--- src/rtl/fspa_pkg.sv ---
package fspa_pkg;

  localparam int OPCODE_W   = 2;
  localparam int REQ_W      = 31;
  localparam int IN_ADDR_W  = 32;
  localparam int STATUS_W   = 3;
  localparam int OUT_ADDR_W = 32;
  localparam int BASE_W     = 32;
  localparam int COUNT_W    = 11;
  localparam int SIZE_W     = 17;
  localparam int CFG_IDX_W  = 2;
  localparam int CFG_DATA_W = 32;
  localparam int FRESH_W    = 64;

  localparam logic [BASE_W-1:0]  RST_POOL_BASE  = '0;
  localparam logic [COUNT_W-1:0] RST_SLOT_COUNT = 11'd1024;
  localparam logic [SIZE_W-1:0]  RST_SLOT_SIZE  = 17'd8;
  localparam logic [SIZE_W-1:0]  MIN_SLOT_SIZE  = 17'd8;

  localparam logic [CFG_IDX_W-1:0] CFG_POOL_BASE  = 2'd0;
  localparam logic [CFG_IDX_W-1:0] CFG_SLOT_COUNT = 2'd1;
  localparam logic [CFG_IDX_W-1:0] CFG_SLOT_SIZE  = 2'd2;

  typedef enum logic [OPCODE_W-1:0] {
    OP_ALLOC   = 2'd0,
    OP_FREE    = 2'd1,
    OP_RESTART = 2'd2
  } opcode_t;

  typedef enum logic [STATUS_W-1:0] {
    ST_GRANTED   = 3'd0,
    ST_OVERSIZE  = 3'd1,
    ST_EMPTY     = 3'd2,
    ST_FREED     = 3'd3,
    ST_OUTSIDE   = 3'd4,
    ST_OVERFLOW  = 3'd5,
    ST_RESTARTED = 3'd6
  } status_t;

endpackage

--- src/rtl/fspa_sizer.sv ---
module fspa_sizer #(
  parameter int ADDR_WIDTH = 32,
  parameter int CNT_W      = 11
) (
  input  logic                       clk,
  input  logic                       rst_n,
  input  logic                       start,
  input  logic [ADDR_WIDTH-1:0]      base,
  input  logic [fspa_pkg::SIZE_W-1:0] size,
  input  logic [CNT_W-1:0]           limit,
  output logic                       active,
  output logic                       done,
  output logic [ADDR_WIDTH-1:0]      pool_end
);

  localparam int SW = fspa_pkg::SIZE_W;
  localparam int PW = ((ADDR_WIDTH > SW + CNT_W) ? ADDR_WIDTH : SW + CNT_W) + 1;
  localparam int BW = $clog2(CNT_W);

  logic                  active_r, active_nxt;
  logic                  done_r, done_nxt;
  logic [BW-1:0]         bit_r, bit_nxt;
  logic [CNT_W-1:0]      q_r, q_nxt;
  logic [PW-1:0]         prod_r, prod_nxt;
  logic [ADDR_WIDTH-1:0] base_r, base_nxt;
  logic [ADDR_WIDTH-1:0] span_r, span_nxt;
  logic [SW-1:0]         size_r, size_nxt;
  logic [CNT_W-1:0]      limit_r, limit_nxt;
  logic [ADDR_WIDTH-1:0] end_r, end_nxt;
  logic [CNT_W-1:0]      cand;
  logic [PW-1:0]         cand_prod;
  logic                  take;

  always_comb begin
    active_nxt = active_r;
    done_nxt   = 1'b0;
    bit_nxt    = bit_r;
    q_nxt      = q_r;
    prod_nxt   = prod_r;
    base_nxt   = base_r;
    span_nxt   = span_r;
    size_nxt   = size_r;
    limit_nxt  = limit_r;
    end_nxt    = end_r;
    cand       = q_r | (CNT_W'(1) << bit_r);
    cand_prod  = prod_r + (PW'(size_r) << bit_r);
    take       = (cand <= limit_r) && (cand_prod <= PW'(span_r));
    if (start) begin
      active_nxt = 1'b1;
      bit_nxt    = BW'(CNT_W - 1);
      q_nxt      = '0;
      prod_nxt   = '0;
      base_nxt   = base;
      span_nxt   = ~base;
      size_nxt   = size;
      limit_nxt  = limit;
    end else if (active_r) begin
      if (take) begin
        q_nxt    = cand;
        prod_nxt = cand_prod;
      end
      if (bit_r == '0) begin
        active_nxt = 1'b0;
        done_nxt   = 1'b1;
        end_nxt    = base_r + prod_nxt[ADDR_WIDTH-1:0];
      end else begin
        bit_nxt = bit_r - BW'(1);
      end
    end
  end

  always_ff @(posedge clk) begin
    if (!rst_n) begin
      active_r <= 1'b0;
      done_r   <= 1'b0;
    end else begin
      active_r <= active_nxt;
      done_r   <= done_nxt;
    end
  end

  always_ff @(posedge clk) begin
    bit_r   <= bit_nxt;
    q_r     <= q_nxt;
    prod_r  <= prod_nxt;
    base_r  <= base_nxt;
    span_r  <= span_nxt;
    size_r  <= size_nxt;
    limit_r <= limit_nxt;
    end_r   <= end_nxt;
  end

  assign active   = active_r;
  assign done     = done_r;
  assign pool_end = end_r;

endmodule

--- config.mk ---
export PLATFORM = sky130hd
export DESIGN_NAME = fspa_sizer
export DESIGN_NICKNAME = d
export VERILOG_FILES = /design/src/rtl/fspa_pkg.sv /design/src/rtl/fspa_sizer.sv
export SDC_FILE = /design/constraint.sdc
export NUM_CORES = 1
export LEC_CHECK = 0
export ABC_CLOCK_PERIOD_IN_PS = 9900
export BUFFER_PORTS_ARGS = -buffer_cell sky130_fd_sc_hd__buf_2
export CORE_MARGIN = 3
export CORE_UTILIZATION = 30
export DETAILED_ROUTE_END_ITERATION = 8
export GPL_ROUTABILITY_DRIVEN = 0
export PLACE_DENSITY = 0.5
export REMOVE_ABC_BUFFERS = 1
export SYNTH_ARGS = -nofsm -noshare
export SYNTH_HDL_FRONTEND = slang
export SYNTH_SLANG_ARGS = --single-unit
--- constraint.sdc ---
create_clock -name clk -period 9.9 [get_ports clk]
set_input_delay 1.485 -clock clk [delete_from_list [all_inputs] [get_ports clk]]
set_output_delay 1.485 -clock clk [all_outputs]
set_load 0.01 [all_outputs]
==> impl_metrics.py <==
metrics = {
    "floorplanning": {
        "die_height_um": 199.0,
        "io_pins": 97,
        "rows": 70,
        "core-area_um2": 36700,
        "start_util_pct": 30.45,
        "dieWidth_um": 199.0,
        "die_area_um2": 39600,
    },
    "worst_setup_path": {
        "worst-path-max-fanout": 18,
        "critPathArrivalTime_ns": 9.48,
        "crit_top_cell": "a21oi_1",
        "critPathCaptureType": "flop",
        "worst-setup-path-type": "reg -> reg",
        "critPathMaxStageDelay_ns": 0.61,
        "crit_slowest_cell": "or4_1",
        "critPathBufInv": 4,
        "path_delay_family": "compound AO/OA/AOI/OAI gates",
        "crit_required_ns": 10.10,
        "worst_setup_path_start_kind": "flop",
    },
    "grt": {
        "grt_pass1_wl_um": 43960,
        "grtUsageTotal_pct": 14.48,
        "antenna_found_initial": 0,
        "overflow": 0,
        "grt_pass1_vias": 7887,
        "grt_max_degree": 80,
    },
    "drt": {
        "routedWlPerCell_um": 16.59,
        "drc": 0,
        "num_vias": 8269,
        "routed_wl_um": 28130,
        "ant_nets": 0,
        "via_per_inst": 4.876,
        "drtIter0Drc": 464,
        "drtPass1Iterations": 7,
    },
    "hold_path": {
        "hp-class": "reg -> reg",
    },
    "timing": {
        "period_share_pct": 93.73,
        "finalHoldViolCount": 0,
        "whs_ns": 0.4776,
        "worst_slack_ns": 0.6209,
        "skew_ns": 0.01643,
        "relSlewSlack_pct": 30.88,
        "slew_violations": 0,
        "fin_setup_tns_ns": 0,
        "setup_violations": 0,
        "fmax_ghz": 0.1078,
        "rsz0062_at_grt": "no",
        "fin_crit_ns": 9.279,
        "worstMarginPinSlew_ns": 1.037,
    },
    "finish": {
        "n_fill_cell": 3695,
        "finish.utilization_pct": 35.14,
        "nNetsFinal": 1392,
        "final_layout_size_suffix_gt1_share_pct": 16.37,
        "fin_cells": 1696,
        "multi_input_area_um2": 5882,
        "register_area_um2": 4727,
        "area_growth_pct": 15.42,
        "antenna_cells": 0,
    },
    "synth": {
        "synth_seq_cells": 174,
        "synthTopCellsByCount": "edfxtp_1 (124), ha_1 (112), inv_1 (112)",
        "avgSynthCellArea_um2": 10.08,
        "synth_edf_count": 124,
        "ys_types": 68,
        "synthMostInstantiatedCell": "edfxtp_1",
        "netlist_top_cells_area": "edfxtp_1 (33%), ha_1 (13%), dfxtp_1 (9.0%)",
        "synth_cells": 1108,
        "synth_flop_cell": "edfxtp_1",
        "synth_area_um2": 11170,
        "synth.largest_area_cell": "edfxtp_1",
        "yosysWarnings": 0,
        "yosysTopAreaCellShare_pct": 33.33,
        "ys_seq_area_share_pct": 42.28,
        "ys_async_sr_fraction_pct": 0,
    },
    "clocking": {
        "clk_path_buf_depth": 2,
        "cts_buffers": 17,
        "htreeDepth": 4,
        "clock-sinks": 174,
        "cts_tree": "yes",
        "worstSkewPairLatency_ns": 0.46,
        "clk_pin_slew_worst_paths_ns": 0.07,
        "clock-root-buffer": "clkbuf_16",
        "cts_hold_buffers": 0,
    },
    "placement": {
        "place_inst": 1664,
        "dp_slack_ns": 0.3723,
        "io_buffers": 96,
        "hpwl_um": 21890,
    },
    "run": {
        "cap_violations": 0,
    },
    "power_and_ir_drop": {
        "ir_worst_vdd_mv": 0.1387,
        "p_sw_mw": 1.118,
        "p_leak_nw": 5.922,
        "switching_share_pct": 37.03,
        "internal_power_mw": 1.900,
        "p_comb_share_pct": 44.8,
        "clkPwrFrac_pct": 24.6,
        "seqPwrFrac_pct": 30.6,
        "powerDensity_nw_per_um2": 234.0,
    },
    "status": {
        "status": "completed",
    },
}
## state kept, by name, indices dropped and copies added, names as in the netlist
name,count
span_r,32
active,1
size_r,17
prod_r,33
limit_r,11
bit_r,4
done,1
base_r,32
q_r,11
pool_end,32
## stage by stage
stage	instance area, µm²	total power [mW]
final	12900	3.018
after global routing	12900	3.232
after CTS	12880	3.035
after detailed placement	12250	2.277
after global placement	12250	2.269
after floorplan	11020	1.930
## placed cells by master (no fill, tap or decap), types with 21 or more instances in the layout
master,instances
mux2i_1,39
xnor2_1,36
ha_1,112
buf_4,21
nand2_1,80
inv_1,112
nor2_1,98
o21ai_0,40
buf_2,95
nand3_1,22
mux2_2,32
dfxtp_1,48
edfxtp_1,124
a21oi_1,88
a21o_1,41
## kinds of logic (layout without fill, tap and decap cells)
group                      Yosys count  after routing  share of synthesized area, %
buffers and inverters              143            263                         5.218
xor gates and xnor gates            52             52                         4.199
muxes                               82             82                         8.432
adders and majority gates          114            114                         12.90
DFF                                174            174                         42.28
and+or+nand+nor                    272            272                         11.04
AOI/OAI and AO/OA                  271            271                         15.92
## worst paths after layout
| check | start | to | slack, ns | cells past startpoint |
|---|---|---|---|---|
| hold / removal | prod_r[0] | prod_r[0] | 0.48 | 2 |
| setup reg to reg | bit_r[1] | pool_end[31] | 0.62 | 36 |
| hold reg to reg | prod_r[0] | prod_r[0] | 0.48 | 2 |
| setup / recovery | bit_r[1] | pool_end[31] | 0.62 | 36 |
## timing repair
action	in CTS	in global routing
gates resized for setup	0	4
setup buffers	0	0
setup endpoints to repair	0	6
## worst register-to-register path, delay by kind of cell (launching register included)
| family | cells | cell delay (ns) |
|---|---|---|
| adders and majority gates | 3 | 1.01 |
| DFF | 1 | 0.52 |
| muxes | 3 | 0.95 |
| xor gates and xnor gates | 2 | 0.67 |
| AOI/OAI and AO/OA | 20 | 3.94 |
| buffers and inverters | 4 | 0.65 |
| and+or+nand+nor | 4 | 1.32 |
## cell type report
class	count	area share, %
Tap cell	468	4.541
Clock buffer	18	3.328
Inverter	115	3.347
Sequential cell	174	36.65
Multi-Input combinational cell	791	45.61
Clock inverter	14	1.611
Timing Repair Buffer	116	4.909
## metal layers
layer	up-vias	GRT usage, %	routed length, µm
met1	3839	21.06	14010
met3	20	2.744	1280
met5	-	0	0
met2	175	21.95	12510
met4	0	4.112	335
li1	4235	-	-
## power groups by stage
stage	sequential, mW	combinational (mW)	clock (mW)
floorplan	0.928	1.00	0
global placement	0.940	1.33	0
detailed placement	0.940	1.34	0
CTS	0.925	1.35	0.764
global route	0.931	1.51	0.794
finish	0.924	1.35	0.742
No activity file was read; power rests on OpenSTA's default activity.
